===== config.mk =====
export PLATFORM = sky130hd
export DESIGN_NAME = r2n_color_stage
export DESIGN_NICKNAME = d
export VERILOG_FILES = /design/src/rtl/r2n_pkg.sv /design/src/rtl/r2n_color_stage.sv
export SDC_FILE = /design/constraint.sdc
export NUM_CORES = 1
export LEC_CHECK = 0
export ABC_AREA = 1
export BUFFER_PORTS_ARGS = -buffer_cell sky130_fd_sc_hd__clkbuf_2
export CAP_MARGIN = 20
export CORE_MARGIN = 5
export CORE_UTILIZATION = 45
export CTS_CLUSTER_DIAMETER = 100
export CTS_CLUSTER_SIZE = 12
export DETAILED_ROUTE_END_ITERATION = 12
export PLACE_DENSITY_LB_ADDON = 0.2
export SETUP_SLACK_MARGIN = 0.4
export SLEW_MARGIN = 5
export SYNTH_ARGS = -nofsm -noshare
export SYNTH_HDL_FRONTEND = slang
export SYNTH_SLANG_ARGS = --single-unit

===== constraint.sdc =====
create_clock -name clk -period 9.75 [get_ports clk]
set_input_delay 1.95 -clock clk [delete_from_list [all_inputs] [get_ports clk]]
set_output_delay 1.95 -clock clk [all_outputs]
set_load 0.02 [all_outputs]

===== src/rtl/r2n_pkg.sv =====
// Shared constants, types and a helper function of the RGB to NV12 converter.
package r2n_pkg;

	// Frame limits and derived widths
	localparam int MAX_WIDTH   = 4096;
	localparam int MAX_HEIGHT  = 4096;
	localparam int COL_W       = $clog2(MAX_WIDTH);
	localparam int ROW_W       = $clog2(MAX_HEIGHT);
	localparam int SIZE_W      = 13;
	localparam int CMP_W       = SIZE_W + 1;
	localparam int STORE_DEPTH = MAX_WIDTH / 2;
	localparam int SLOT_W      = $clog2(STORE_DEPTH);
	localparam int PAIR_W      = 9;

	// Configuration port
	localparam int APB_ADDR_W = 3;
	localparam int APB_DATA_W = 32;
	localparam logic REG_FRAME_WIDTH  = 1'b0;
	localparam logic REG_FRAME_HEIGHT = 1'b1;
	localparam logic [SIZE_W-1:0] WIDTH_RESET  = SIZE_W'(640);
	localparam logic [SIZE_W-1:0] HEIGHT_RESET = SIZE_W'(480);

	// Position of a pixel inside its 2x2 block and frame
	typedef struct packed {
		logic              odd_col;
		logic              odd_row;
		logic [SLOT_W-1:0] slot;
		logic              last;
	} pos_t;

	// Effective frame size after clamping
	typedef struct packed {
		logic [SIZE_W-1:0] width;
		logic [SIZE_W-1:0] height;
	} size_t;

	// Line store read request
	typedef struct packed {
		logic              en;
		logic [SLOT_W-1:0] slot;
	} lookup_t;

	// Per-pixel color terms
	typedef struct packed {
		logic [7:0] luma;
		logic [7:0] cb;
		logic [7:0] cr;
	} color_t;

	// A size of zero acts as two, anything above the limit acts as the limit.
	function automatic logic [SIZE_W-1:0] eff_size(input logic [SIZE_W-1:0] v,
	                                               input logic [SIZE_W-1:0] maxv);
		logic [SIZE_W-1:0] r;
		r = v;
		if (v == '0) begin
			r = SIZE_W'(2);
		end else if (v > maxv) begin
			r = maxv;
		end
		return r;
	endfunction

endpackage


===== src/rtl/r2n_color_stage.sv =====
// Input register and color matrix stage producing luma and chroma terms.
module r2n_color_stage (
	input  logic             clk,
	input  logic             arst_n,
	input  logic             in_valid,
	output logic             in_ready,
	input  logic [7:0]       red,
	input  logic [7:0]       green,
	input  logic [7:0]       blue,
	input  r2n_pkg::pos_t    pos_in,
	output logic             out_valid,
	input  logic             out_ready,
	output r2n_pkg::color_t  color_s2,
	output r2n_pkg::pos_t    pos_s2,
	output r2n_pkg::lookup_t lookup
);
	import r2n_pkg::*;

	logic       v_s1;
	logic       v_s2;
	logic [7:0] red_s1;
	logic [7:0] green_s1;
	logic [7:0] blue_s1;
	pos_t       pos_s1;
	logic       adv_s2;
	logic [15:0] y_sum;
	logic [16:0] cb_sum;
	logic [16:0] cr_sum;
	color_t     color_next;

	assign adv_s2    = v_s1 && (!v_s2 || out_ready);
	assign in_ready  = !v_s1 || adv_s2;
	assign out_valid = v_s2;

	// Stage valid bits.
	always_ff @(posedge clk or negedge arst_n) begin
		if (!arst_n) begin
			v_s1 <= 1'b0;
			v_s2 <= 1'b0;
		end else begin
			if (in_ready) begin
				v_s1 <= in_valid;
			end
			if (!v_s2 || out_ready) begin
				v_s2 <= v_s1;
			end
		end
	end

	// Input register.
	always_ff @(posedge clk) begin
		if (in_valid && in_ready) begin
			red_s1   <= red;
			green_s1 <= green;
			blue_s1  <= blue;
			pos_s1   <= pos_in;
		end
	end

	// BT.601 matrix with constant products; the chroma offsets keep the sums
	// positive so the floor shift is a plain bit select.
	always_comb begin
		y_sum  = 16'(16'd66 * red_s1) + 16'(16'd129 * green_s1)
			+ 16'(16'd25 * blue_s1) + 16'd128;
		cb_sum = 17'(17'd112 * blue_s1) + 17'd32896
			- 17'(17'd38 * red_s1) - 17'(17'd74 * green_s1);
		cr_sum = 17'(17'd112 * red_s1) + 17'd32896
			- 17'(17'd94 * green_s1) - 17'(17'd18 * blue_s1);
		color_next.luma = y_sum[15:8] + 8'd16;
		color_next.cb   = cb_sum[15:8];
		color_next.cr   = cr_sum[15:8];
	end

	// Term register.
	always_ff @(posedge clk) begin
		if (adv_s2) begin
			color_s2 <= color_next;
			pos_s2   <= pos_s1;
		end
	end

	// The line store is read as the item moves into the term register.
	assign lookup.en   = adv_s2;
	assign lookup.slot = pos_s1.slot;

endmodule


==> flow_metrics.py <==
metrics = {
    "timing": {
        "max_clock_freq_ghz": 0.170,
        "tightest_slew_ns": 0.700,
        "period_share_pct": 60.4,
        "relSlewSlack_pct": 53.3,
        "min_period_ns": 5.89,
        "fin_tns_setup_ns": 0,
        "drv_slew": 0,
        "rsz0062_at_grt": "no",
        "worst_slack_ns": 3.86,
        "finalHoldViolCount": 0,
        "setup_viol": 0,
        "skew_ns": 0.0132,
        "hold_slack_ns": 0.428,
    },
    "detailed_routing": {
        "detail_route.first_pass.iterations": 4,
        "remaining_drc_errors": 0,
        "wl_per_cell_um": 15.5,
        "routed-wl-met2_um": 10500,
        "wl_met1_um": 11000,
        "vias_per_cell": 4.99,
        "wl_um": 23200,
        "drtAntennaViolNets": 0,
        "vias": 7459,
        "wl_met3_um": 1400,
        "drtIter0Drc": 361,
        "top_layer_used": "met4",
    },
    "setup_path": {
        "crit_type": "flop to flop",
        "cp.depth": 22,
        "slowest_delay_ns": 0.70,
        "critical_path_buf_inv_count": 3,
        "startpoint": "red_s1[7]",
        "path_max_fanout": 13,
        "r2r_slack_ns": 3.86,
        "rr_worst_depth": 22,
        "end_kind": "flop",
        "crit_family": "adder cells",
        "critPathArrivalTime_ns": 5.99,
        "start_kind": "flop",
        "cpMostUsedCell": "ha_1",
        "r2r_end": "color_s2[22]",
        "required_ns": 9.86,
        "critPathSlowestCell": "edfxtp_1",
        "path_cells": "ha_1 > ha_1 > ha_1 > fa_1 > xor2_1 > ha_1 > inv_1 > fa_1 > inv_1 > fa_1 > fa_1 > ha_1 > ha_1 > nand2_2 > nor2_4 > inv_2 > nor2_4 > nand2_2 > nand3_1 > nand2_2 > ha_1 > xor2_1",
        "r2r-start": "red_s1[7]",
        "endpoint": "color_s2[22]",
    },
    "placed_design": {
        "dp.cells": 1479,
        "pre_cts_slack_ns": 3.90,
        "io_buffer_count": 93,
        "dp_hpwl_um": 19200,
        "place_congestion": 0.907,
    },
    "grt": {
        "antenna_found_initial": 0,
        "track_usage_pct": 18.7,
        "grt_pass1_vias": 7703,
        "grt_max_degree": 39,
        "grt_overflow": 0,
        "grt_pass1_wl_um": 39300,
    },
    "cts": {
        "cts_setup_buffers": 0,
        "cts_root_buf": "clkbuf_16",
        "ctsHtreeMaxLevel": 3,
        "cts.path.max_buffers": 2,
        "cts_buffers": 9,
        "clock-sinks": 78,
        "path_clk_slew_ns": 0.07,
        "post_cts_resized": 0,
        "cts_tree": "yes",
        "ctsHoldBuffers": 0,
        "clk_latency_ns": 0.36,
    },
    "logic_synthesis": {
        "synth-xor-area-share_pct": 5.41,
        "synth_cells": 1111,
        "yosys-top-cells-area": "ha_1 27%, edfxtp_1 22%, fa_1 17%, inv_1 8.1%, nand2_1 6.0%",
        "synth_top_cell_area_share_pct": 27.3,
        "syn_area_um2": 10400,
        "yosys.area_share.simple_pct": 12.6,
        "synth_cell_types": 35,
        "ys_seq_elements": 78,
        "synth_top_family_by_area": "adder cells",
        "ys_seq_area_share_pct": 22.5,
        "synth_top_area_cell": "ha_1",
        "ys_warn_count": 0,
        "avgSynthCellArea_um2": 9.33,
        "synthAdderAreaFrac_pct": 44.1,
        "synth_compound_area_share_pct": 6.35,
        "synthMuxAreaShare_pct": 0,
        "synth_nets": 1466,
    },
    "floorplan": {
        "coreArea_um2": 22600,
        "die_y_um": 162,
        "fp.dieW_um": 162,
        "rows": 55,
        "die_area_um2": 26200,
        "io_pins": 94,
        "start_util_pct": 45.8,
    },
    "hold_path": {
        "hold_path.class": "flop to flop",
    },
    "layout": {
        "final_cells": 1495,
        "final_nets": 1560,
        "n_antenna_cell": 0,
        "syn_to_final_growth_pct": 10.1,
        "layout-drive-gt1-share_pct": 11.3,
    },
    "run": {
        "cap_violations": 0,
    },
    "run_status": {
        "outcome": "finished, final reports clean",
    },
}
## worst min-delay path by stage
stage	startpoint	end	slack, ns	cells after the start
3_5_place_dp	pos_s1[0]	pos_s2[0]	0.42	0
2_1_floorplan	pos_s1[0]	pos_s2[0]	0.40	0
5_1_grt	pos_s1[12]	pos_s2[12]	0.44	0
6_report	pos_s1[12]	pos_s2[12]	0.43	0
3_3_place_gp	pos_s1[12]	pos_s2[12]	0.40	0
4_1_cts	pos_s1[0]	pos_s2[0]	0.43	0
## worst register-to-register path: stages, from the launching register on
cell	delay [ns]
edfxtp_1	0.70
ha_1	0.34
ha_1	0.29
ha_1	0.22
fa_1	0.40
xor2_1	0.16
ha_1	0.28
inv_1	0.06
fa_1	0.50
inv_1	0.05
fa_1	0.46
fa_1	0.50
ha_1	0.31
ha_1	0.40
nand2_2	0.12
nor2_4	0.14
inv_2	0.06
nor2_4	0.07
nand2_2	0.07
nand3_1	0.10
nand2_2	0.08
ha_1	0.19
xor2_1	0.16
## logic make-up (layout without fill, tap and decap cells)
| logic type | after synthesis | after routing |
|---|---|---|
| adder cells (fa/ha/maj) | 313 | 313 |
| AND/OR/NAND/NOR | 300 | 300 |
| buffers and inverters | 239 | 338 |
| AO/OA/AOI/OAI | 117 | 117 |
| flip-flops | 78 | 78 |
| XOR/XNOR | 64 | 64 |
## registers in the layout, summed over array words and instances (netlist names)
name and count:
out_valid 1, color_s2 24, pos_s2 14, red_s1 8, lookup 11, green_s1 8, pos_s1 3, v_s1 1
blue_s1 8
## cell type report
cell class              instances  area [µm²]
clock buffers                   9         225
flip-flops and latches         78        2330
fillers                      2138       11200
clock inverters                 7        63.8
inverters                     227         852
multi-input cells             794        7110
repair buffers                 95         480
well taps                     285         357
## stage by stage
stage | util [%] | area (µm²)
final | 50.4 | 11400
after global routing | 50.4 | 11400
after CTS | 50.4 | 11400
after detailed placement | 49.1 | 11100
after global placement | 49.1 | 11100
after floorplan | - | 10400
## cells in the mapped netlist
| cell | n |
|---|---|
| o311ai_0 | 2 |
| a211oi_1 | 3 |
| edfxtp_1 | 76 |
| a31o_2 | 2 |
| o21bai_1 | 8 |
| nand2_4 | 2 |
| nor3_1 | 7 |
| nand3b_1 | 1 |
| a21oi_1 | 71 |
| a21oi_2 | 1 |
| a21o_1 | 2 |
| a31oi_1 | 3 |
| fa_1 | 87 |
| dfrtp_1 | 2 |
| o211ai_1 | 3 |
| o21ai_0 | 17 |
| nand2_1 | 167 |
| nor2_4 | 2 |
| and2_1 | 3 |
| nor2_1 | 48 |
| ha_1 | 226 |
| xor2_1 | 36 |
| a221oi_1 | 1 |
| buf_4 | 12 |
| o21ai_1 | 2 |
| nor2_2 | 2 |
| nand4_1 | 9 |
| nand2_2 | 11 |
| nand3_1 | 45 |
| inv_2 | 2 |
| o2111ai_1 | 1 |
| a21boi_0 | 1 |
| inv_1 | 225 |
| xnor2_1 | 28 |
| nand3_2 | 3 |
## layout by cell type (no fill, tap or decap), types with 3 or more instances in the layout
master,instances
nor2_1,48
o211ai_1,3
a31oi_1,3
nand4_1,9
clkbuf_2,93
a21oi_1,70
inv_1,225
nand3_1,45
clkbuf_16,9
o21bai_1,8
nand2_1,167
nor3_1,7
and2_1,3
o21ai_0,17
nand2_2,11
nand3_2,3
xor2_1,36
a211oi_1,3
fa_1,87
xnor2_1,28
edfxtp_1,76
ha_1,226
## metal layers
layer / up-vias / global-route usage, %
li1: 3815 / -
met1: 3486 / 26.6
met2: 137 / 30.6
met3: 21 / 2.99
met4: 0 / 3.58
met5: - / 0
Power is not shown: default switching activity piles up to over one toggle a cycle in this logic, so the estimate is an artifact.
