[src/rtl/r2n_pkg.sv]
// Shared constants, types and a helper function of the RGB to NV12 converter.
package r2n_pkg;

	// Frame limits and derived widths
	localparam int MAX_WIDTH   = 4096;
	localparam int MAX_HEIGHT  = 4096;
	localparam int COL_W       = $clog2(MAX_WIDTH);
	localparam int ROW_W       = $clog2(MAX_HEIGHT);
	localparam int SIZE_W      = 13;
	localparam int CMP_W       = SIZE_W + 1;
	localparam int STORE_DEPTH = MAX_WIDTH / 2;
	localparam int SLOT_W      = $clog2(STORE_DEPTH);
	localparam int PAIR_W      = 9;

	// Configuration port
	localparam int APB_ADDR_W = 3;
	localparam int APB_DATA_W = 32;
	localparam logic REG_FRAME_WIDTH  = 1'b0;
	localparam logic REG_FRAME_HEIGHT = 1'b1;
	localparam logic [SIZE_W-1:0] WIDTH_RESET  = SIZE_W'(640);
	localparam logic [SIZE_W-1:0] HEIGHT_RESET = SIZE_W'(480);

	// Position of a pixel inside its 2x2 block and frame
	typedef struct packed {
		logic              odd_col;
		logic              odd_row;
		logic [SLOT_W-1:0] slot;
		logic              last;
	} pos_t;

	// Effective frame size after clamping
	typedef struct packed {
		logic [SIZE_W-1:0] width;
		logic [SIZE_W-1:0] height;
	} size_t;

	// Line store read request
	typedef struct packed {
		logic              en;
		logic [SLOT_W-1:0] slot;
	} lookup_t;

	// Per-pixel color terms
	typedef struct packed {
		logic [7:0] luma;
		logic [7:0] cb;
		logic [7:0] cr;
	} color_t;

	// A size of zero acts as two, anything above the limit acts as the limit.
	function automatic logic [SIZE_W-1:0] eff_size(input logic [SIZE_W-1:0] v,
	                                               input logic [SIZE_W-1:0] maxv);
		logic [SIZE_W-1:0] r;
		r = v;
		if (v == '0) begin
			r = SIZE_W'(2);
		end else if (v > maxv) begin
			r = maxv;
		end
		return r;
	endfunction

endpackage

[src/rtl/r2n_apb_regs.sv]
// APB register file holding the frame width and height.
module r2n_apb_regs (
	input  logic                           clk,
	input  logic                           arst_n,
	input  logic                           psel,
	input  logic                           penable,
	input  logic                           pwrite,
	input  logic [r2n_pkg::APB_ADDR_W-1:0] paddr,
	input  logic [r2n_pkg::APB_DATA_W-1:0] pwdata,
	output logic [r2n_pkg::APB_DATA_W-1:0] prdata,
	output logic                           pready,
	output r2n_pkg::size_t                 size
);
	import r2n_pkg::*;

	logic [SIZE_W-1:0] width_q;
	logic [SIZE_W-1:0] height_q;
	logic              wr_en;
	logic              reg_sel;

	assign pready  = 1'b1;
	assign reg_sel = paddr[2];
	assign wr_en   = psel && penable && pwrite;

	// Register writes; bit zero is always cleared.
	always_ff @(posedge clk or negedge arst_n) begin
		if (!arst_n) begin
			width_q  <= WIDTH_RESET;
			height_q <= HEIGHT_RESET;
		end else if (wr_en) begin
			case (reg_sel)
				REG_FRAME_WIDTH:  width_q  <= {pwdata[SIZE_W-1:1], 1'b0};
				REG_FRAME_HEIGHT: height_q <= {pwdata[SIZE_W-1:1], 1'b0};
				default: ;
			endcase
		end
	end

	// Read data mux.
	always_comb begin
		case (reg_sel)
			REG_FRAME_WIDTH:  prdata = APB_DATA_W'(width_q);
			REG_FRAME_HEIGHT: prdata = APB_DATA_W'(height_q);
			default:          prdata = '0;
		endcase
	end

	// Effective sizes used by the position counters.
	assign size.width  = eff_size(width_q, SIZE_W'(MAX_WIDTH));
	assign size.height = eff_size(height_q, SIZE_W'(MAX_HEIGHT));

endmodule

[config.mk]
export PLATFORM = sky130hd
export DESIGN_NAME = r2n_apb_regs
export DESIGN_NICKNAME = d
export VERILOG_FILES = /design/src/rtl/r2n_pkg.sv /design/src/rtl/r2n_apb_regs.sv
export SDC_FILE = /design/constraint.sdc
export NUM_CORES = 1
export LEC_CHECK = 0
export ABC_AREA = 1
export BUFFER_PORTS_ARGS = -buffer_cell sky130_fd_sc_hd__buf_2
export CAP_MARGIN = 30
export CORE_MARGIN = 10
export CORE_UTILIZATION = 46
export DETAILED_ROUTE_END_ITERATION = 8
export MAX_ROUTING_LAYER = met4
export PLACE_DENSITY = 0.95
export RECOVER_POWER = 100
export SYNTH_ARGS = -nofsm -noshare
export SYNTH_HDL_FRONTEND = slang
export SYNTH_SLANG_ARGS = --single-unit
export TNS_END_PERCENT = 1
[constraint.sdc]
create_clock -name clk -period 2.1 [get_ports clk]
set_input_delay 0.105 -clock clk [delete_from_list [all_inputs] [get_ports clk]]
set_output_delay 0.105 -clock clk [all_outputs]
set_load 0.005 [all_outputs]
==> results of run 1 <==
timing repair:
action	4_1_cts	5_1_grt
setup buffers	0	0
hold buffers	1	0
endpoints found under the hold margin	18	0
state kept, by name, summed over array words and instances (netlist names):
name and cells:
width_q 12, height_q 12
power breakdown:
part | internal, mW | leakage [nW] | switching (mW)
logic | 0.191 | 0.621 | 0.271
registers | 0.562 | 0.289 | 0.103
clock network | 0.0746 | 0.0150 | 0.142
total | 0.828 | 0.925 | 0.516
cells by family after synthesis:
| group | share of synthesized area |
|---|---|
| and+or+nand+nor | 0.198 |
| buffers and inverters | 0.228 |
| AOI/OAI and AO/OA | 0.192 |
| DFF | 0.377 |
| other | 0.00465 |
area by class of cell:
class / instances / area [µm²] / share of cell area
multi-input combinational: 150 / 674 / 0.390
sequential: 24 / 608 / 0.352
timing repair buffer: 54 / 245 / 0.142
inverter: 31 / 116 / 0.0673
tap: 46 / 57.6 / 0.0333
clock buffer: 4 / 26.3 / 0.0152
routing by layer:
layer / routed length, µm / share of wire / vias up / GRT usage
li1: - / - / 713 / -
met1: 1650 / 0.40 / 631 / 0.133
met2: 2030 / 0.49 / 57 / 0.223
met3: 316 / 0.077 / 12 / 0.0372
met4: 128 / 0.031 / 0 / 0.0591
met5: 0 / 0 / - / -
placed cells by master, fill, tap and decap left out, types with 6 or more instances in the layout:
master    Yosys  routed
clkbuf_1      3      25
conb_1        2      23
nand2_1      51      55
inv_1        31      31
buf_2         3      29
nor2_1       13      14
o21ai_0      35      36
a21oi_1      10      10
a21boi_0      0       6
dfrtp_1      18      18
through the flow:
step	utilization	instances
floorplan	-	239
global placement	0.525	304
detailed placement	0.525	304
CTS	0.535	309
global route	0.514	309
finish	0.514	309
how the worst min path moves through the flow:
stage              start      endpoint  slack (ns)  cells after the start
2_1_floorplan     arst_n  height_q[10]       -0.19                      0
3_3_place_gp      arst_n   width_q[10]        0.09                      1
3_5_place_dp      arst_n   width_q[10]         0.1                      1
4_1_cts        pwdata[5]   height_q[5]       0.003                      3
5_1_grt        pwdata[2]    width_q[2]        0.03                      3
6_report       pwdata[6]   height_q[6]     -0.0002                      3
worst max-delay path: stages (launching register included):
cell     delay (ns)
dfrtp_1        0.42
nor2_1         0.13
nand2_1        0.06
nor2_1         0.15
nand2_1        0.25
a21oi_1        0.23
buf_2          0.16
==> results.ini, run 1 <==
[outcome]
outcome=complete, but fails checks
violations=negative hold slack

[clock_network]
clock_path_buffers=2
clk_pin_slew_ns=0.13
root_buffer=clkbuf_4
cts-resized-gates=0
clkLatencyLatePin_ns=0.32
cts_buffers=3
htreeDepth=1
clkSinkCount=24
cts_tree=yes

[timing]
worstMarginPinSlew_ns=1.23
period_minus_slack_ns=1.83
rsz0062_at_grt=no
setup_viol=0
setup-tns-final_ns=0
fin_skew_ns=0
fin_crit_sh=0.871
hold_viol=1
max_freq_ghz=0.546
whs_ns=-0.000183
fin_ws_ns=0.270
max_slew_margin=0.178
timing.final.max_slew_violations=0

[routing]
postRouteAntennaNets=0
wl_um=4130
drc_errors=0
num_vias=1413
dr.first_iter.drc_count=70
drtPass1Iterations=4
vias_per_cell=4.57
wl_per_cell_um=13.4

[die]
core_area_um2=3360
die_h_um=79.2
die_w_um=79.2
rows=21
die_area_um2=6280
start_util=0.480
ios=99

[grt]
grt_max_degree=27
grt_pass1_vias=1401
grt_overflow=0
grt_antenna_before_repair=0
gr-usage-all-layers=0.129
grt_pass1_wl_um=6450

[place]
dpl_cell_area_um2=1760
place_congestion=0.922
portBuffers=53
dpl.hpwl_um=3370
pre_cts_ws_ns=0.745

[critical_path]
required_ns=2.00
worstSetupStartpoint=width_q[8]
crit_end=size[17]
worst_r2r_path_depth=2
crit_arrival_ns=1.73
start_kind=register
r2r-end=width_q[12]
r2r_start=width_q[12]
timing.reg2reg.setup_slack_ns=1.20
crit_type=register to output port
crit_path_end_kind=output port
critPathMaxFanout=10

[cells_and_area]
drive_gt1_frac=0.152
antenna_cells=0
fin_nets=304
design_area_um2=1730
area_delta_synth_final_pct=7.05
num-fill-cells=364

[synthesis]
synth_cell_types=25
synth_cells=218
synthArstFlopShare=1.00
netlist_area_um2=1610
ys_seq_elements=24
synth_edf_count=0
synth_top_area_frac=0.279
ys.flop_type=dfrtp_1
synth.largest_area_cell=dfrtp_1
synth.most_common_cell=nand2_1
postSynthAreaPerCell_um2=7.40
synth_common_cells=nand2_1 (51), o21ai_0 (35), inv_1 (31)
synth_area_leaders=dfrtp_1 (28%), nand2_1 (12%), o21ai_0 (11%)
yosysWarnings=0
synth-seq-area-share=0.377

[power]
power.density_nw_per_um2=778
p_total_mw=1.34
irDropWorstVdd_mv=0.401
leakagePower_nw=0.925

[job]
maxCapViolations=0

[worst_hold_path]
worstHoldPathType=input port to register

No activity file was read; power rests on OpenSTA's default activity.
==> inputs of run 2 (changes only) <==
--- a/config.mk
+++ b/config.mk
@@ -10,6 +10,7 @@
 export CAP_MARGIN = 30
 export CORE_MARGIN = 10
 export CORE_UTILIZATION = 46
+export CTS_CLUSTER_DIAMETER = 50
 export DETAILED_ROUTE_END_ITERATION = 8
 export MAX_ROUTING_LAYER = met4
 export PLACE_DENSITY = 0.95
==> constraint.sdc (replaced) <==
create_clock -name clk -period 2.1 [get_ports clk]
set_input_delay 0.21 -clock clk [delete_from_list [all_inputs] [get_ports clk]]
set_output_delay 0.21 -clock clk [all_outputs]
set_load 0.005 [all_outputs]
==> run 2 against run 1 <==
  * Sequential cell count did not move
  * Global-route usage did not move
  * Sequential power about the same
  * Critical endpoint unchanged
  * Non-clock buffer count is the same
  * First-iteration DRC count is 2.9% lower
  * The run now ends clean
  * Maximum frequency is 2.8% lower
  * Via count fell by 0.50%
  * Count of clock-buffer cells in the layout unchanged
  * Sequential share of layout area is 0.15 points lower
  * Worst hold slack improved by 0.11 ns
==> results.ini, run 2 (synthesis results as in run 1) <==
[outcome]
outcome=completed

[clock_network]
root_buffer=clkbuf_4
clk_pin_slew_ns=0.13
cts-resized-gates=0
cts_hold_buf=1
cts_buffers=3
clkSinkCount=24
clock_path_buffers=2
cts_setup_buffers=0
htreeDepth=1
cts_tree=yes
clkLatencyLatePin_ns=0.32

[critical_path]
crit_path_end_kind=output port
critPathMaxFanout=10
crit_type=register to output port
start_kind=register
crit_arrival_ns=1.67
timing.reg2reg.setup_slack_ns=1.20
required_ns=1.89
r2r_start=height_q[12]
r2r-end=height_q[12]
worst_r2r_path_depth=2

[place]
dpl_cell_area_um2=1760
portBuffers=53
place_congestion=0.922
dpl.hpwl_um=3370

[die]
ios=99
die_h_um=79.2
start_util=0.480
die_w_um=79.2
die_area_um2=6280
rows=21
core_area_um2=3360

[routing]
dr_wl_met2_um=2020
wl_per_cell_um=13.4
drc_errors=0
wl_met3_um=269
wl_um=4150
wl_met1_um=1730
postRouteAntennaNets=0
drtPass1Iterations=4
vias_per_cell=4.55
routed.top_layer=met4
dr.first_iter.drc_count=68
num_vias=1406

[worst_hold_path]
hp-start=pwdata[6]
worstHoldPathType=input port to register
min_path_cells=3
hold_end=height_q[6]

[timing]
fin_crit_sh=0.897
period_minus_slack_ns=1.88
setup-tns-final_ns=0
fin_skew_ns=0
setup_viol=0
timing.final.max_slew_violations=0
rsz0062_at_grt=no
hold_viol=0
worstMarginPinSlew_ns=1.24
max_freq_ghz=0.531
max_slew_margin=0.170

[cells_and_area]
final_common_cell=nand2_1
area_delta_synth_final_pct=7.52
design_area_um2=1740
antenna_cells=0
fin_nets=304
reg_top3=height_q (12), width_q (12)
final_cell_mix=nand2_1 (53), o21ai_0 (35), inv_1 (31)
num-fill-cells=362
drive_gt1_frac=0.148

[grt]
grt_pass1_vias=1401
grt_pass1_wl_um=6450
grt_max_degree=27
grt_overflow=0
gr-usage-all-layers=0.129
grt_antenna_before_repair=0

[power]
intPower_uw=827
switching_power_uw=526
power_switching_share=0.389
power_frac_comb=0.345
leakagePower_nw=0.919
pwr-share-seq=0.493
power_frac_clock=0.161
power.density_nw_per_um2=780
irDropWorstVdd_mv=0.402

[job]
maxCapViolations=0

==> run 2: final cells by class <==
| class | instances | area (µm²) | area share |
|---|---|---|---|
| tap | 46 | 57.6 | 0.0332 |
| clock buffer | 4 | 26.3 | 0.0151 |
| sequential | 24 | 608 | 0.350 |
| inverter | 31 | 116 | 0.0671 |
| timing repair buffer | 54 | 239 | 0.138 |
| multi-input combinational | 150 | 688 | 0.397 |
==> run 2: critical path, stage by stage, from the launching register on <==
cell and delay, ns:
dfrtp_1 0.42, nor2_1 0.14, nand2_1 0.06, nor2_1 0.17, nand2_2 0.18, a21oi_1 0.19, clkbuf_1 0.18
==> run 2: through the flow <==
stage | hold slack, ns | cells | worst slack, ns | utilization | power (mW)
global route | 0.133 | 309 | 0.127 | 0.516 | 1.45
CTS | 0.108 | 309 | 0.272 | 0.535 | 1.39
floorplan | -0.0856 | 239 | 0.923 | - | 0.990
global placement | 0.200 | 304 | 0.663 | 0.525 | 1.16
detailed placement | 0.205 | 304 | 0.640 | 0.525 | 1.18
finish | 0.108 | 309 | 0.217 | 0.516 | 1.35
==> run 2: how the worst max path moves through the flow <==
stage                 start  endpoint  slack (ns)  cells past startpoint
3_5_place_dp   height_q[12]   size[1]        0.64                      7
4_1_cts        height_q[12]   size[1]        0.27                      7
3_3_place_gp   height_q[12]   size[1]        0.66                      7
6_report         width_q[8]  size[17]        0.22                      6
5_1_grt          width_q[5]  size[17]        0.13                      6
2_1_floorplan   height_q[7]   size[1]        0.92                      7
==> run 2: power by group through the flow <==
stage | combinational (mW) | clock, mW | sequential [mW]
floorplan | 0.358 | 0 | 0.632
global placement | 0.482 | 0 | 0.674
detailed placement | 0.504 | 0 | 0.678
CTS | 0.507 | 0.215 | 0.669
global route | 0.539 | 0.225 | 0.686
finish | 0.467 | 0.218 | 0.668
==> run 2: routing by layer <==
layer,track usage,up-vias
li1,-,714
met1,0.133,630
met2,0.223,50
met3,0.0372,12
met4,0.0591,0
met5,-,-
==> inputs of run 3 (changes only) <==
--- a/config.mk
+++ b/config.mk
@@ -15,6 +15,7 @@
 export MAX_ROUTING_LAYER = met4
 export PLACE_DENSITY = 0.95
 export RECOVER_POWER = 100
+export REMOVE_ABC_BUFFERS = 1
 export SYNTH_ARGS = -nofsm -noshare
 export SYNTH_HDL_FRONTEND = slang
 export SYNTH_SLANG_ARGS = --single-unit
==> constraint.sdc (replaced) <==
create_clock -name clk -period 2.1 [get_ports clk]
set_input_delay 0.21 -clock clk [delete_from_list [all_inputs] [get_ports clk]]
set_output_delay 0.21 -clock clk [all_outputs]
set_load 0.01 [all_outputs]
==> run 3 against run 2 <==
  * Setup slack lost 0.047 ns
  * Maximum frequency shrank 2.4%
  * Clock skew is the same
  * First-iteration DRC count grew 57%
  * Wire length grew 3.1%
  * Critical path type unchanged
  * Largest cell class unchanged
  * Largest power group unchanged
  * Highest routed layer unchanged
==> results.ini, run 3 (synthesis results as in run 1) <==
[routing]
drtPass1Iterations=4
wl_um=4280
postRouteAntennaNets=0
num_vias=1413
drc_errors=0
dr.first_iter.drc_count=107
vias_per_cell=4.56
wl_per_cell_um=13.8

[critical_path]
required_ns=1.89
crit_end=size[20]
crit_type=register to output port
worst_r2r_path_depth=3
r2r_start=height_q[12]
start_kind=register
crit_arrival_ns=1.72
critPathMaxFanout=10
timing.reg2reg.setup_slack_ns=0.95
worstSetupStartpoint=width_q[5]
r2r-end=height_q[12]
crit_path_end_kind=output port

[place]
portBuffers=53
dpl.cell_count=305
dpl.hpwl_um=3230
pre_cts_ws_ns=0.635
place_congestion=0.792

[cells_and_area]
final_cells=310
fin_nets=305
final_cell_mix=nand2_1 (53), o21ai_0 (35), inv_1 (31)
drive_gt1_frac=0.159
final_common_cell=nand2_1
finish.utilization=0.527
antenna_cells=0
num-fill-cells=366
area_delta_synth_final_pct=9.77
reg_top3=height_q (12), width_q (12)

[clock_network]
clock_path_buffers=2
clkLatencyLatePin_ns=0.31
cts_buffers=3
htreeDepth=1
cts_hold_buf=1
cts-resized-gates=0
cts_tree=yes
clkSinkCount=24
cts_setup_buffers=0
clk_pin_slew_ns=0.13
root_buffer=clkbuf_4

[die]
start_util=0.480
core_area_um2=3360
die_w_um=79.2
rows=21
ios=99
die_area_um2=6280
die_h_um=79.2

[grt]
grt_pass1_vias=1422
grt_overflow=0
gr-usage-all-layers=0.137
grt_antenna_before_repair=0
grt_max_degree=27
grt_pass1_wl_um=6910

[timing]
period_minus_slack_ns=1.93
setup-tns-final_ns=0
max_freq_ghz=0.518
timing.final.max_slew_violations=0
max_slew_margin=0.140
fin_skew_ns=0
setup_viol=0
fin_ws_ns=0.170
hold_viol=0
worstMarginPinSlew_ns=1.29
fin_crit_sh=0.919
rsz0062_at_grt=no

[worst_hold_path]
worstHoldPathType=input port to register

[power]
leakagePower_nw=0.933
irDropWorstVdd_mv=0.348
power.density_nw_per_um2=870

[job]
maxCapViolations=0

[outcome]
outcome=completed

## run 3: cell types whose count changed in the layout (fill, tap and decap cells not counted)
cell / before / now
a21boi_0: 5 / 4
a21boi_2: 2 / 3
buf_2: 24 / 22
bufinv_16: 0 / 1
clkbuf_2: 0 / 2
nor2_1: 14 / 13
nor2_2: 0 / 1
## run 3: where the power goes
part	leakage, nW	internal (mW)	total (mW)	switching (mW)
registers	0.289	0.564	0.654	0.0908
clock network	0.0279	0.193	0.332	0.139
logic	0.616	0.193	0.555	0.361
total	0.933	0.950	1.54	0.591
## run 3: layout make-up
cell class	count	area, µm²	area share
Clock buffer	3	22.5	0.0127
Clock inverter	1	30.0	0.0169
Inverter	31	116	0.0657
Multi-Input combinational cell	150	694	0.392
Sequential cell	24	608	0.343
Tap cell	46	57.6	0.0325
Timing Repair Buffer	55	243	0.137
## run 3: layer usage
metal  part of all wire  wire length, µm  global-route usage
met4             0.0084               36              0.0251
met3              0.074              316              0.0394
met2               0.53             2260               0.253
met1               0.39             1670               0.142
met5                  0                0                   -
## run 3: worst min-delay path by stage
stage | depth (start not counted) | to | from
2_1_floorplan | 0 | height_q[10] | arst_n
3_3_place_gp | 1 | height_q[9] | arst_n
3_5_place_dp | 1 | height_q[10] | arst_n
4_1_cts | 3 | height_q[5] | pwdata[5]
5_1_grt | 3 | height_q[5] | pwdata[5]
6_report | 3 | height_q[5] | pwdata[5]
## run 3: stage by stage
step / hold WS, ns / total power, mW / cell area, µm²
global route: 0.124 / 1.65 / 1770
global placement: 0.208 / 1.23 / 1770
finish: 0.113 / 1.54 / 1770
floorplan: -0.0856 / 0.999 / 1440
detailed placement: 0.222 / 1.25 / 1770
CTS: 0.0968 / 1.59 / 1830
## run 3: worst max-delay path, cell delays in order (launching register included)
cell and delay [ns]:
dfrtp_1 0.42, nor2_1 0.15, nand2_1 0.10, nor2_2 0.17, nand2_2 0.18, a21oi_1 0.22, clkbuf_2 0.17
